File: src/rtl/assert_macros.svh
// Assertion helpers shared by the RTL modules.
`ifndef ASSERT_MACROS_SVH
`define ASSERT_MACROS_SVH

// Plain property checked at every rising clock edge outside reset.
`define ACP_ASSERT(label, clk, rst_n, prop, msg) \
	label: assert property (@(posedge clk) disable iff (!rst_n) (prop)) \
		else $error(msg);

// Same-cycle implication checked at every rising clock edge outside reset.
`define ACP_ASSERT_IMPL(label, clk, rst_n, ante, cons, msg) \
	`ACP_ASSERT(label, clk, rst_n, (ante) |-> (cons), msg)

`endif

File: src/rtl/acp_pkg.sv
package acp_pkg;

	// Coordinate and size width, and the width of a size product.
	localparam int DIM_BITS  = 16;
	localparam int PROD_BITS = 2 * DIM_BITS;

	// Divider step counter holds the number of quotient bits.
	localparam int CNT_BITS = $clog2(DIM_BITS + 1);

	// Command queue between front and back.
	localparam int FIFO_DEPTH = 2;
	localparam int PTR_BITS   = (FIFO_DEPTH > 1) ? $clog2(FIFO_DEPTH) : 1;
	localparam int LVL_BITS   = $clog2(FIFO_DEPTH + 1);

	// Configuration register index width.
	localparam int CFG_IDX_BITS = 3;

	typedef logic        [DIM_BITS-1:0]  dim_t;
	typedef logic signed [DIM_BITS-1:0]  coord_t;
	typedef logic        [PROD_BITS-1:0] prod_t;

	typedef enum logic [CFG_IDX_BITS-1:0] {
		CFG_SCALE_MODE = 3'd0,
		CFG_CANVAS_X   = 3'd1,
		CFG_CANVAS_Y   = 3'd2,
		CFG_CANVAS_W   = 3'd3,
		CFG_CANVAS_H   = 3'd4
	} cfg_idx_t;

	typedef enum logic {
		MODE_FILL      = 1'b0,
		MODE_LETTERBOX = 1'b1
	} scale_mode_t;

	localparam dim_t CANVAS_W_RST = dim_t'(1920);
	localparam dim_t CANVAS_H_RST = dim_t'(1080);

	// One classified item on its way from front to back.
	typedef struct packed {
		logic        bad;
		scale_mode_t mode;
		logic        wide;
		prod_t       dividend;
		dim_t        divisor;
		coord_t      pic_x;
		coord_t      pic_y;
		dim_t        pic_w;
		dim_t        pic_h;
		coord_t      canvas_x;
		coord_t      canvas_y;
		dim_t        canvas_w;
		dim_t        canvas_h;
	} cmd_t;

	// Divider status seen by the back end.
	typedef struct packed {
		logic busy;
		logic done;
	} div_stat_t;

	typedef enum logic [1:0] {
		BK_IDLE = 2'd0,
		BK_RUN  = 2'd1,
		BK_WRAP = 2'd2
	} bk_state_t;

endpackage

File: src/rtl/acp_front.sv
module acp_front (
	input  logic                                clk,
	input  logic                                arst_n,
	input  logic                                push,
	output logic                                full,
	input  acp_pkg::coord_t                     pic_x,
	input  acp_pkg::coord_t                     pic_y,
	input  acp_pkg::dim_t                       pic_w,
	input  acp_pkg::dim_t                       pic_h,
	input  logic                                cfg_valid,
	output logic                                cfg_ready,
	input  logic [acp_pkg::CFG_IDX_BITS-1:0]    cfg_index,
	input  acp_pkg::dim_t                       cfg_data,
	output logic                                q_push,
	input  logic                                q_full,
	output acp_pkg::cmd_t                       q_data
);

	// Configuration registers.
	acp_pkg::scale_mode_t mode_q;
	acp_pkg::coord_t      canvas_x_q;
	acp_pkg::coord_t      canvas_y_q;
	acp_pkg::dim_t        canvas_w_q;
	acp_pkg::dim_t        canvas_h_q;

	// First stage: captured item and both cross products.
	logic            valid_s1;
	acp_pkg::coord_t pic_x_s1;
	acp_pkg::coord_t pic_y_s1;
	acp_pkg::dim_t   pic_w_s1;
	acp_pkg::dim_t   pic_h_s1;
	acp_pkg::prod_t  prod_a_s1;
	acp_pkg::prod_t  prod_b_s1;
	logic            bad_s1;

	logic advance;
	logic accept;
	logic a_gt_b;
	logic b_gt_a;
	logic wide;

	assign cfg_ready = 1'b1;

	// Register writes; an unknown index is dropped.
	always_ff @(posedge clk or negedge arst_n) begin
		if (!arst_n) begin
			mode_q     <= acp_pkg::MODE_FILL;
			canvas_x_q <= '0;
			canvas_y_q <= '0;
			canvas_w_q <= acp_pkg::CANVAS_W_RST;
			canvas_h_q <= acp_pkg::CANVAS_H_RST;
		end else if (cfg_valid && cfg_ready) begin
			case (cfg_index)
				acp_pkg::CFG_SCALE_MODE: mode_q <= acp_pkg::scale_mode_t'(cfg_data[0]);
				acp_pkg::CFG_CANVAS_X:   canvas_x_q <= acp_pkg::coord_t'(cfg_data);
				acp_pkg::CFG_CANVAS_Y:   canvas_y_q <= acp_pkg::coord_t'(cfg_data);
				acp_pkg::CFG_CANVAS_W:   canvas_w_q <= cfg_data;
				acp_pkg::CFG_CANVAS_H:   canvas_h_q <= cfg_data;
				default: ;
			endcase
		end
	end

	// The stage moves whenever it is empty or the queue takes its item.
	assign advance = !valid_s1 || !q_full;
	assign full    = !advance;
	assign accept  = push && advance;

	always_ff @(posedge clk or negedge arst_n) begin
		if (!arst_n) begin
			valid_s1 <= 1'b0;
		end else if (advance) begin
			valid_s1 <= push;
		end
	end

	// Capture the item and form pic_w*canvas_h and canvas_w*pic_h.
	always_ff @(posedge clk) begin
		if (accept) begin
			pic_x_s1  <= pic_x;
			pic_y_s1  <= pic_y;
			pic_w_s1  <= pic_w;
			pic_h_s1  <= pic_h;
			prod_a_s1 <= acp_pkg::prod_t'(pic_w) * acp_pkg::prod_t'(canvas_h_q);
			prod_b_s1 <= acp_pkg::prod_t'(canvas_w_q) * acp_pkg::prod_t'(pic_h);
			bad_s1    <= (pic_w == '0) || (pic_h == '0) ||
			             (canvas_w_q == '0) || (canvas_h_q == '0);
		end
	end

	// Classify by aspect and pick the product and divisor for the back end.
	assign a_gt_b = prod_a_s1 > prod_b_s1;
	assign b_gt_a = prod_b_s1 > prod_a_s1;
	assign wide   = (mode_q == acp_pkg::MODE_FILL) ? a_gt_b : b_gt_a;

	always_comb begin
		q_data          = '0;
		q_data.bad      = bad_s1;
		q_data.mode     = mode_q;
		q_data.wide     = wide;
		q_data.pic_x    = pic_x_s1;
		q_data.pic_y    = pic_y_s1;
		q_data.pic_w    = pic_w_s1;
		q_data.pic_h    = pic_h_s1;
		q_data.canvas_x = canvas_x_q;
		q_data.canvas_y = canvas_y_q;
		q_data.canvas_w = canvas_w_q;
		q_data.canvas_h = canvas_h_q;
		case ({mode_q, wide})
			{acp_pkg::MODE_FILL, 1'b1}: begin
				q_data.dividend = prod_b_s1;
				q_data.divisor  = canvas_h_q;
			end
			{acp_pkg::MODE_FILL, 1'b0}: begin
				q_data.dividend = prod_a_s1;
				q_data.divisor  = canvas_w_q;
			end
			{acp_pkg::MODE_LETTERBOX, 1'b1}: begin
				q_data.dividend = prod_a_s1;
				q_data.divisor  = pic_h_s1;
			end
			default: begin
				q_data.dividend = prod_b_s1;
				q_data.divisor  = pic_w_s1;
			end
		endcase
	end

	assign q_push = valid_s1 && !q_full;

endmodule

File: src/rtl/acp_fifo.sv
`include "assert_macros.svh"

module acp_fifo (
	input  logic          clk,
	input  logic          arst_n,
	input  logic          push,
	output logic          full,
	input  acp_pkg::cmd_t din,
	input  logic          pop,
	output logic          empty,
	output acp_pkg::cmd_t dout
);

	acp_pkg::cmd_t                   entry_q [acp_pkg::FIFO_DEPTH];
	logic [acp_pkg::PTR_BITS-1:0]    wr_ptr_q;
	logic [acp_pkg::PTR_BITS-1:0]    rd_ptr_q;
	logic [acp_pkg::LVL_BITS-1:0]    level_q;
	logic                            do_push;
	logic                            do_pop;

	function automatic logic [acp_pkg::PTR_BITS-1:0] ptr_next(
		input logic [acp_pkg::PTR_BITS-1:0] ptr
	);
		return (ptr == acp_pkg::PTR_BITS'(acp_pkg::FIFO_DEPTH - 1)) ? '0 : ptr + 1'b1;
	endfunction

	assign full    = level_q == acp_pkg::LVL_BITS'(acp_pkg::FIFO_DEPTH);
	assign empty   = level_q == '0;
	assign do_push = push && !full;
	assign do_pop  = pop && !empty;
	assign dout    = entry_q[rd_ptr_q];

	// Pointers and fill level.
	always_ff @(posedge clk or negedge arst_n) begin
		if (!arst_n) begin
			wr_ptr_q <= '0;
			rd_ptr_q <= '0;
			level_q  <= '0;
		end else begin
			if (do_push) begin
				wr_ptr_q <= ptr_next(wr_ptr_q);
			end
			if (do_pop) begin
				rd_ptr_q <= ptr_next(rd_ptr_q);
			end
			if (do_push && !do_pop) begin
				level_q <= level_q + 1'b1;
			end else if (do_pop && !do_push) begin
				level_q <= level_q - 1'b1;
			end
		end
	end

	// Entry storage.
	always_ff @(posedge clk) begin
		if (do_push) begin
			entry_q[wr_ptr_q] <= din;
		end
	end

	`ACP_ASSERT(a_level_bound, clk, arst_n, level_q <= acp_pkg::LVL_BITS'(acp_pkg::FIFO_DEPTH), "queue level above depth")

endmodule

File: src/rtl/acp_div.sv
`include "assert_macros.svh"

module acp_div (
	input  logic               clk,
	input  logic               arst_n,
	input  logic               start,
	input  acp_pkg::prod_t     dividend,
	input  acp_pkg::dim_t      divisor,
	output acp_pkg::div_stat_t stat,
	output acp_pkg::dim_t      quotient
);

	// The quotient is known to fit in DIM_BITS, so the upper half of the
	// dividend is already below the divisor and seeds the remainder.
	acp_pkg::dim_t                rem_q;
	acp_pkg::dim_t                quo_q;
	acp_pkg::dim_t                dsr_q;
	logic [acp_pkg::CNT_BITS-1:0] cnt_q;
	logic                         busy_q;
	logic                         done_q;

	logic [acp_pkg::DIM_BITS:0] trial;
	logic [acp_pkg::DIM_BITS:0] diff;
	logic                       fits;

	assign trial = {rem_q, quo_q[acp_pkg::DIM_BITS-1]};
	assign diff  = trial - {1'b0, dsr_q};
	assign fits  = trial >= {1'b0, dsr_q};

	// Control: count one quotient bit per cycle, pulse done after the last.
	always_ff @(posedge clk or negedge arst_n) begin
		if (!arst_n) begin
			busy_q <= 1'b0;
			done_q <= 1'b0;
			cnt_q  <= '0;
		end else begin
			done_q <= 1'b0;
			if (start) begin
				busy_q <= 1'b1;
				cnt_q  <= acp_pkg::CNT_BITS'(acp_pkg::DIM_BITS);
			end else if (busy_q) begin
				cnt_q <= cnt_q - 1'b1;
				if (cnt_q == acp_pkg::CNT_BITS'(1)) begin
					busy_q <= 1'b0;
					done_q <= 1'b1;
				end
			end
		end
	end

	// Restoring shift-subtract datapath.
	always_ff @(posedge clk) begin
		if (start) begin
			rem_q <= dividend[acp_pkg::PROD_BITS-1:acp_pkg::DIM_BITS];
			quo_q <= dividend[acp_pkg::DIM_BITS-1:0];
			dsr_q <= divisor;
		end else if (busy_q) begin
			rem_q <= fits ? diff[acp_pkg::DIM_BITS-1:0] : trial[acp_pkg::DIM_BITS-1:0];
			quo_q <= {quo_q[acp_pkg::DIM_BITS-2:0], fits};
		end
	end

	assign stat.busy = busy_q;
	assign stat.done = done_q;
	assign quotient  = quo_q;

	`ACP_ASSERT_IMPL(a_rem_below_dsr, clk, arst_n, busy_q, rem_q < dsr_q, "remainder not below divisor")
	`ACP_ASSERT_IMPL(a_busy_count, clk, arst_n, busy_q, cnt_q != '0, "divider busy with zero count")

endmodule

File: src/rtl/acp_back.sv
`include "assert_macros.svh"

module acp_back (
	input  logic            clk,
	input  logic            arst_n,
	input  logic            q_empty,
	output logic            q_pop,
	input  acp_pkg::cmd_t   q_data,
	input  logic            pop,
	output logic            empty,
	output acp_pkg::coord_t pos_x,
	output acp_pkg::coord_t pos_y,
	output acp_pkg::dim_t   pos_w,
	output acp_pkg::dim_t   pos_h,
	output acp_pkg::coord_t clip_x,
	output acp_pkg::coord_t clip_y,
	output acp_pkg::dim_t   clip_w,
	output acp_pkg::dim_t   clip_h,
	output logic            bad_size
);

	acp_pkg::bk_state_t state_q;
	acp_pkg::bk_state_t state_d;
	acp_pkg::cmd_t      cmd_q;

	logic               div_start;
	acp_pkg::div_stat_t div_stat;
	acp_pkg::dim_t      quotient;

	logic load_cmd;
	logic load_out;
	logic out_free;

	acp_pkg::dim_t   span;
	acp_pkg::dim_t   off;
	acp_pkg::coord_t r_pos_x;
	acp_pkg::coord_t r_pos_y;
	acp_pkg::dim_t   r_pos_w;
	acp_pkg::dim_t   r_pos_h;
	acp_pkg::coord_t r_clip_x;
	acp_pkg::coord_t r_clip_y;
	acp_pkg::dim_t   r_clip_w;
	acp_pkg::dim_t   r_clip_h;

	// Output register.
	logic            out_valid_q;
	acp_pkg::coord_t pos_x_q;
	acp_pkg::coord_t pos_y_q;
	acp_pkg::dim_t   pos_w_q;
	acp_pkg::dim_t   pos_h_q;
	acp_pkg::coord_t clip_x_q;
	acp_pkg::coord_t clip_y_q;
	acp_pkg::dim_t   clip_w_q;
	acp_pkg::dim_t   clip_h_q;
	logic            bad_q;

	acp_div u_div (
		.clk      (clk),
		.arst_n   (arst_n),
		.start    (div_start),
		.dividend (q_data.dividend),
		.divisor  (q_data.divisor),
		.stat     (div_stat),
		.quotient (quotient)
	);

	assign out_free = !out_valid_q || pop;

	// Sequencer: take an item, divide unless it is bad, then hand it over.
	always_comb begin
		state_d   = state_q;
		q_pop     = 1'b0;
		load_cmd  = 1'b0;
		div_start = 1'b0;
		load_out  = 1'b0;
		case (state_q)
			acp_pkg::BK_IDLE: begin
				if (!q_empty) begin
					q_pop     = 1'b1;
					load_cmd  = 1'b1;
					div_start = !q_data.bad;
					state_d   = q_data.bad ? acp_pkg::BK_WRAP : acp_pkg::BK_RUN;
				end
			end
			acp_pkg::BK_RUN: begin
				if (div_stat.done) begin
					state_d = acp_pkg::BK_WRAP;
				end
			end
			acp_pkg::BK_WRAP: begin
				if (out_free) begin
					load_out = 1'b1;
					state_d  = acp_pkg::BK_IDLE;
				end
			end
			default: begin
				state_d = acp_pkg::BK_IDLE;
			end
		endcase
	end

	always_ff @(posedge clk or negedge arst_n) begin
		if (!arst_n) begin
			state_q <= acp_pkg::BK_IDLE;
		end else begin
			state_q <= state_d;
		end
	end

	always_ff @(posedge clk) begin
		if (load_cmd) begin
			cmd_q <= q_data;
		end
	end

	// The span is the dimension the scaled size is centered in.
	always_comb begin
		case ({cmd_q.mode, cmd_q.wide})
			{acp_pkg::MODE_FILL, 1'b1}:      span = cmd_q.pic_w;
			{acp_pkg::MODE_FILL, 1'b0}:      span = cmd_q.pic_h;
			{acp_pkg::MODE_LETTERBOX, 1'b1}: span = cmd_q.canvas_w;
			default:                         span = cmd_q.canvas_h;
		endcase
	end

	assign off = (span - quotient) >> 1;

	// Assemble the two rectangles.
	always_comb begin
		r_pos_x  = '0;
		r_pos_y  = '0;
		r_pos_w  = '0;
		r_pos_h  = '0;
		r_clip_x = '0;
		r_clip_y = '0;
		r_clip_w = '0;
		r_clip_h = '0;
		if (!cmd_q.bad) begin
			if (cmd_q.mode == acp_pkg::MODE_FILL) begin
				r_pos_x = cmd_q.canvas_x;
				r_pos_y = cmd_q.canvas_y;
				r_pos_w = cmd_q.canvas_w;
				r_pos_h = cmd_q.canvas_h;
				if (cmd_q.wide) begin
					r_clip_x = acp_pkg::coord_t'(off);
					r_clip_w = quotient;
					r_clip_h = cmd_q.pic_h;
				end else begin
					r_clip_y = acp_pkg::coord_t'(off);
					r_clip_w = cmd_q.pic_w;
					r_clip_h = quotient;
				end
			end else begin
				r_clip_x = cmd_q.pic_x;
				r_clip_y = cmd_q.pic_y;
				r_clip_w = cmd_q.pic_w;
				r_clip_h = cmd_q.pic_h;
				if (cmd_q.wide) begin
					r_pos_x = acp_pkg::coord_t'(off);
					r_pos_w = quotient;
					r_pos_h = cmd_q.canvas_h;
				end else begin
					r_pos_y = acp_pkg::coord_t'(off);
					r_pos_w = cmd_q.canvas_w;
					r_pos_h = quotient;
				end
			end
		end
	end

	// Result register: holds one finished item until it is taken.
	always_ff @(posedge clk or negedge arst_n) begin
		if (!arst_n) begin
			out_valid_q <= 1'b0;
		end else if (load_out) begin
			out_valid_q <= 1'b1;
		end else if (pop) begin
			out_valid_q <= 1'b0;
		end
	end

	always_ff @(posedge clk) begin
		if (load_out) begin
			pos_x_q  <= r_pos_x;
			pos_y_q  <= r_pos_y;
			pos_w_q  <= r_pos_w;
			pos_h_q  <= r_pos_h;
			clip_x_q <= r_clip_x;
			clip_y_q <= r_clip_y;
			clip_w_q <= r_clip_w;
			clip_h_q <= r_clip_h;
			bad_q    <= cmd_q.bad;
		end
	end

	assign empty    = !out_valid_q;
	assign pos_x    = pos_x_q;
	assign pos_y    = pos_y_q;
	assign pos_w    = pos_w_q;
	assign pos_h    = pos_h_q;
	assign clip_x   = clip_x_q;
	assign clip_y   = clip_y_q;
	assign clip_w   = clip_w_q;
	assign clip_h   = clip_h_q;
	assign bad_size = bad_q;

	`ACP_ASSERT_IMPL(a_quot_in_span, clk, arst_n, (state_q == acp_pkg::BK_WRAP) && !cmd_q.bad, quotient <= span, "scaled size exceeds its span")
	`ACP_ASSERT_IMPL(a_run_busy, clk, arst_n, (state_q == acp_pkg::BK_RUN) && !div_stat.done, div_stat.busy, "divider idle while sequencer waits")

endmodule

File: src/rtl/aspect_fill_letterbox_geometry_core.sv
// Channel   Handshake                 Payload
// input     push / full               pic_x, pic_y, pic_w, pic_h
// result    empty / pop               pos_x..pos_h, clip_x..clip_h, bad_size
// config    cfg_valid / cfg_ready     cfg_index, cfg_data
//
// The front end accepts an item every cycle while its two-entry queue has room.
// In the back end each item then goes through the 16-step shift-subtract
// divider; an item with a zero size skips the divider.
// A finished item waits in the result register while the next one is divided.
// Reset is asynchronous and active low; the config port is always ready.
module aspect_fill_letterbox_geometry_core (
	input  logic                              clk,
	input  logic                              arst_n,
	input  logic                              push,
	output logic                              full,
	input  acp_pkg::coord_t                   pic_x,
	input  acp_pkg::coord_t                   pic_y,
	input  acp_pkg::dim_t                     pic_w,
	input  acp_pkg::dim_t                     pic_h,
	output logic                              empty,
	input  logic                              pop,
	output acp_pkg::coord_t                   pos_x,
	output acp_pkg::coord_t                   pos_y,
	output acp_pkg::dim_t                     pos_w,
	output acp_pkg::dim_t                     pos_h,
	output acp_pkg::coord_t                   clip_x,
	output acp_pkg::coord_t                   clip_y,
	output acp_pkg::dim_t                     clip_w,
	output acp_pkg::dim_t                     clip_h,
	output logic                              bad_size,
	input  logic                              cfg_valid,
	output logic                              cfg_ready,
	input  logic [acp_pkg::CFG_IDX_BITS-1:0]  cfg_index,
	input  acp_pkg::dim_t                     cfg_data
);

	logic          fq_push;
	logic          fq_full;
	acp_pkg::cmd_t fq_din;
	logic          fq_pop;
	logic          fq_empty;
	acp_pkg::cmd_t fq_dout;

	// Front end: config registers, products and aspect classification.
	acp_front u_front (
		.clk       (clk),
		.arst_n    (arst_n),
		.push      (push),
		.full      (full),
		.pic_x     (pic_x),
		.pic_y     (pic_y),
		.pic_w     (pic_w),
		.pic_h     (pic_h),
		.cfg_valid (cfg_valid),
		.cfg_ready (cfg_ready),
		.cfg_index (cfg_index),
		.cfg_data  (cfg_data),
		.q_push    (fq_push),
		.q_full    (fq_full),
		.q_data    (fq_din)
	);

	// Command queue between the two halves.
	acp_fifo u_fifo (
		.clk    (clk),
		.arst_n (arst_n),
		.push   (fq_push),
		.full   (fq_full),
		.din    (fq_din),
		.pop    (fq_pop),
		.empty  (fq_empty),
		.dout   (fq_dout)
	);

	// Back end: division, centering and the result register.
	acp_back u_back (
		.clk      (clk),
		.arst_n   (arst_n),
		.q_empty  (fq_empty),
		.q_pop    (fq_pop),
		.q_data   (fq_dout),
		.pop      (pop),
		.empty    (empty),
		.pos_x    (pos_x),
		.pos_y    (pos_y),
		.pos_w    (pos_w),
		.pos_h    (pos_h),
		.clip_x   (clip_x),
		.clip_y   (clip_y),
		.clip_w   (clip_w),
		.clip_h   (clip_h),
		.bad_size (bad_size)
	);

endmodule
File: config.mk
export PLATFORM = sky130hd
export DESIGN_NAME = aspect_fill_letterbox_geometry_core
export DESIGN_NICKNAME = d
export VERILOG_FILES = /design/src/rtl/acp_pkg.sv /design/src/rtl/acp_front.sv /design/src/rtl/acp_fifo.sv /design/src/rtl/acp_div.sv /design/src/rtl/acp_back.sv /design/src/rtl/aspect_fill_letterbox_geometry_core.sv
export VERILOG_INCLUDE_DIRS = /design/src /design/src/rtl
export SDC_FILE = /design/constraint.sdc
export NUM_CORES = 2
export LEC_CHECK = 0
export BUFFER_PORTS_ARGS = -buffer_cell sky130_fd_sc_hd__buf_2
export CELL_PAD_IN_SITES_DETAIL_PLACEMENT = 1
export CELL_PAD_IN_SITES_GLOBAL_PLACEMENT = 2
export CORE_MARGIN = 1.5
export CORE_UTILIZATION = 46
export CTS_BUF_LIST = sky130_fd_sc_hd__clkbuf_8
export CTS_CLUSTER_DIAMETER = 100
export DETAILED_ROUTE_END_ITERATION = 10
export GPL_TIMING_DRIVEN = 1
export PLACE_DENSITY_LB_ADDON = 0.1
export RECOVER_POWER = 25
export SLEW_MARGIN = 20
export SYNTH_ARGS = -nofsm -noshare
export SYNTH_HDL_FRONTEND = slang
export SYNTH_SLANG_ARGS = --single-unit
File: constraint.sdc
create_clock -name clk -period 12.4 [get_ports clk]
set_clock_uncertainty 0.2 [all_clocks]
set_input_delay 0.62 -clock clk [delete_from_list [all_inputs] [get_ports clk]]
set_output_delay 0.62 -clock clk [all_outputs]
set_load 0.03 [all_outputs]
==> run_results.csv <==
group,metric,value,unit
outcome,outcome,"complete, but fails checks",
outcome,violations,"capacitance limit, slew limit",
logic_synthesis,syn_nets,4820,
worst_setup_path,endpoint_kind,"register",
place,gp_congestion,0.8607,
clock_tree,clock_latency,0.82,ns
logic_synthesis,synth-seq-cells,875,
worst_setup_path,r2r_slack,4.11,ns
timing,finalHoldViolCount,0,
floorplan,initial_utilization,46.51,%
timing,tightest_slew,3.297,ns
timing,min_period,8.291,ns
detailed_routing,detail_route.first_pass.iterations,7,
clock_tree,post_cts_buffers,0,
worst_hold_path,holdPathStages,2,
floorplan,chipHeight,337.7,um
worst_setup_path,crit_path_start_kind,"register",
logic_synthesis,yosysTopAreaCell,"edfxtp_1",
logic_synthesis,synth.top_cell.area_share,46.32,%
worst_setup_path,worst_ep_arrival_time,8.66,ns
finish,instances_no_fill,5959,
timing,hold_slack,0.06294,ns
logic_synthesis,synth_most_common_cell,"edfxtp_1",
worst_setup_path,r2r_start,"u_front.canvas_w_q[11]",
detailed_routing,vias,32400,
worst_setup_path,cp-startpoint,"u_front.canvas_w_q[11]",
detailed_routing,totalWireLength,150700,um
detailed_routing,drt_iter0_drc,1890,
logic_synthesis,netlist_area,51540,um2
worst_setup_path,r2r-end,"u_front.prod_b_s1[30]",
worst_setup_path,setup.worst_path.end,"u_front.prod_b_s1[30]",
clock_tree,clkSinkCount,875,
logic_synthesis,synth_cell_types,67,
detailed_routing,drc,0,
grt,grt_pass1_vias,34840,
detailed_routing,ant_nets,0,
floorplan,coreArea,110800,um2
detailed_routing,viasPerCell,5.436,
finish,fillers,11510,
floorplan,dieArea,114100,um2
job,cap_viol_max_count,14,
timing,clock.fmax,120.6,MHz
logic_synthesis,synth_edf_count,795,
clock_tree,clkSlewWorstSetupHoldPaths,0.06,ns
logic_synthesis,yosys-top-cells-count,"edfxtp_1, inv_1, nand2_1",
grt,grt_overflow_total,0,
finish,drive_above_1_share,15.18,%
floorplan,io_pins,220,
grt,grt_max_degree,75,
worst_setup_path,cp_max_fo,21,
floorplan,die_w,337.7,um
timing,grt_setup_unrepaired,"no",
worst_setup_path,reg2reg_depth,21,
logic_synthesis,yosys_most_used_dff,"edfxtp_1",
grt,antenna_found_initial,9,
logic_synthesis,syn_inst,4069,
timing,final.setup.tns,0,ns
finish,area_growth_syn_to_layout,11.76,%
worst_setup_path,critPathKind,"register to register",
logic_synthesis,synth_area_per_cell,12.67,um2
timing,fin_crit_sh,66.87,%
grt,grt_usage,27.06,%
grt,grt_pass1_wl,225600,um
detailed_routing,route.detailed.wl_per_inst,25.29,um
timing,drv_slew,429,
timing,max_slew_margin,-119.8,%
place,hpwl,109600,um
logic_synthesis,ys.warnings.count,0,
timing,finalSetupViolations,0,
clock_tree,clockRootBuffer,"clkbuf_8",
logic_synthesis,synthTopCellsByArea,"edfxtp_1, fa_1, ha_1",
place,io_buffers,218,
clock_tree,cts_tree,"done",
clock_tree,cts_resized,0,
worst_setup_path,cp.required,12.77,ns
place,dp.cells,5643,
logic_synthesis,ys_seq_area_share,50.22,%
clock_tree,cts_buffers,143,
clock_tree,postCtsHoldBufs,51,
worst_hold_path,worst_hold_path_type,"primary input to register",
clock_tree,clock_path_buffers,3,
floorplan,rows,122,
finish,nNetsFinal,5102,
logic_synthesis,async_flop_share,9.143,%
clock_tree,htree_levels,4,
stage by stage:
| step | area [um2] | utilization, % | setup slack, ns |
|---|---|---|---|
| floorplan | 51540 | - | 3.437 |
| global placement | 54260 | 48.96 | 4.878 |
| detailed placement | 54260 | 48.96 | 4.808 |
| CTS | 57750 | 52.11 | 4.806 |
| global route | 57590 | 51.97 | 3.833 |
| finish | 57600 | 51.98 | 4.109 |
flip-flops by register name, indices dropped and copies added, names as in the netlist, 32 cells and up:
register and count:
u_fifo.entry_q 358, u_back.cmd_q 131, u_front.prod_a_s1 32, u_front.prod_b_s1 32
cells in the final DEF (no fill, tap or decap), types with 14 or more instances in the layout:
cell type | Yosys | layout
a211oi_1 | 17 | 17
a21o_1 | 33 | 33
a21oi_1 | 149 | 149
a221oi_1 | 16 | 16
a22o_1 | 49 | 49
a31oi_1 | 17 | 17
and2_1 | 235 | 233
buf_2 | 2 | 172
buf_4 | 2 | 32
clkbuf_1 | 176 | 70
clkbuf_8 | 0 | 154
clkinv_1 | 1 | 21
clkinv_2 | 0 | 14
dfrtp_1 | 72 | 72
dlygate4sd3_1 | 0 | 51
edfxtp_1 | 795 | 795
fa_1 | 390 | 390
ha_1 | 273 | 273
inv_1 | 552 | 596
mux2_2 | 245 | 243
mux2i_1 | 46 | 46
mux4_2 | 16 | 16
nand2_1 | 503 | 502
nand2b_1 | 15 | 15
nand3_1 | 22 | 22
nand4_1 | 19 | 19
nor2_1 | 86 | 82
nor2b_1 | 26 | 24
nor3_1 | 19 | 18
nor4_1 | 22 | 22
o21ai_0 | 63 | 62
xnor2_1 | 58 | 58
xor2_1 | 26 | 26
cell families (layout without fill, tap and decap cells):
group | count (synthesis) | after routing | synth area share [%]
buffers and inverters | 741 | 1138 | 5.416
other | 1 | 6 | 0.007275
flip-flops | 875 | 875 | 50.22
AND/OR/NAND/NOR | 984 | 984 | 9.028
multiplexers | 307 | 307 | 6.945
adder cells (fa/ha/maj) | 663 | 663 | 21.77
XOR/XNOR | 84 | 84 | 1.427
AO/OA/AOI/OAI | 414 | 414 | 5.183
worst min-delay path by stage:
stage | slack, ns | from | end
finish | 0.06 | cfg_data[3] | u_front.canvas_h_q[3]
global route | 0.001 | cfg_data[15] | u_front.canvas_h_q[15]
CTS | 0.003 | cfg_data[15] | u_front.canvas_w_q[15]
detailed placement | 0.23 | u_front.pic_x_s1[9] | u_fifo.entry_q[1][121]
global placement | 0.22 | u_front.pic_y_s1[6] | u_fifo.entry_q[0][102]
floorplan | 0.12 | arst_n | u_back.out_valid_q
cell type report:
type / instances / area, um2 / share of cell area (%)
tap: 1488 / 1862 / 3.232
sequential: 875 / 25880 / 44.94
inverter: 553 / 2081 / 3.612
antenna: 5 / 12.51 / 0.02172
timing repair buffer: 325 / 1874 / 3.254
multi-input combinational: 2453 / 22910 / 39.78
clock buffer: 154 / 2120 / 3.679
clock inverter: 106 / 857.1 / 1.488
critical path, stage by stage (launching register included):
cell	delay (ns)
dfrtp_1	0.32
clkbuf_1	1.17
nand2_1	0.21
fa_1	0.57
fa_1	0.52
fa_1	0.52
inv_1	0.06
fa_1	0.49
fa_1	0.50
inv_1	0.05
fa_1	0.48
inv_1	0.05
ha_1	0.35
and3_1	0.20
o21a_1	0.19
o311ai_0	0.79
nand4b_1	0.26
a41o_1	0.32
o41a_1	0.35
a21o_1	0.19
a21oi_1	0.17
xnor2_1	0.08
per-layer routing:
layer | vias up | GRT usage (%) | wire (um)
li1 | 14380 | - | -
met1 | 16960 | 35.94 | 64290
met2 | 827 | 46.55 | 75810
met3 | 232 | 3.086 | 6150
met4 | 0 | 8.253 | 4455
met5 | - | 0 | 0
Power is not shown: default switching activity piles up to over one toggle a cycle in this logic, so the estimate is an artifact.
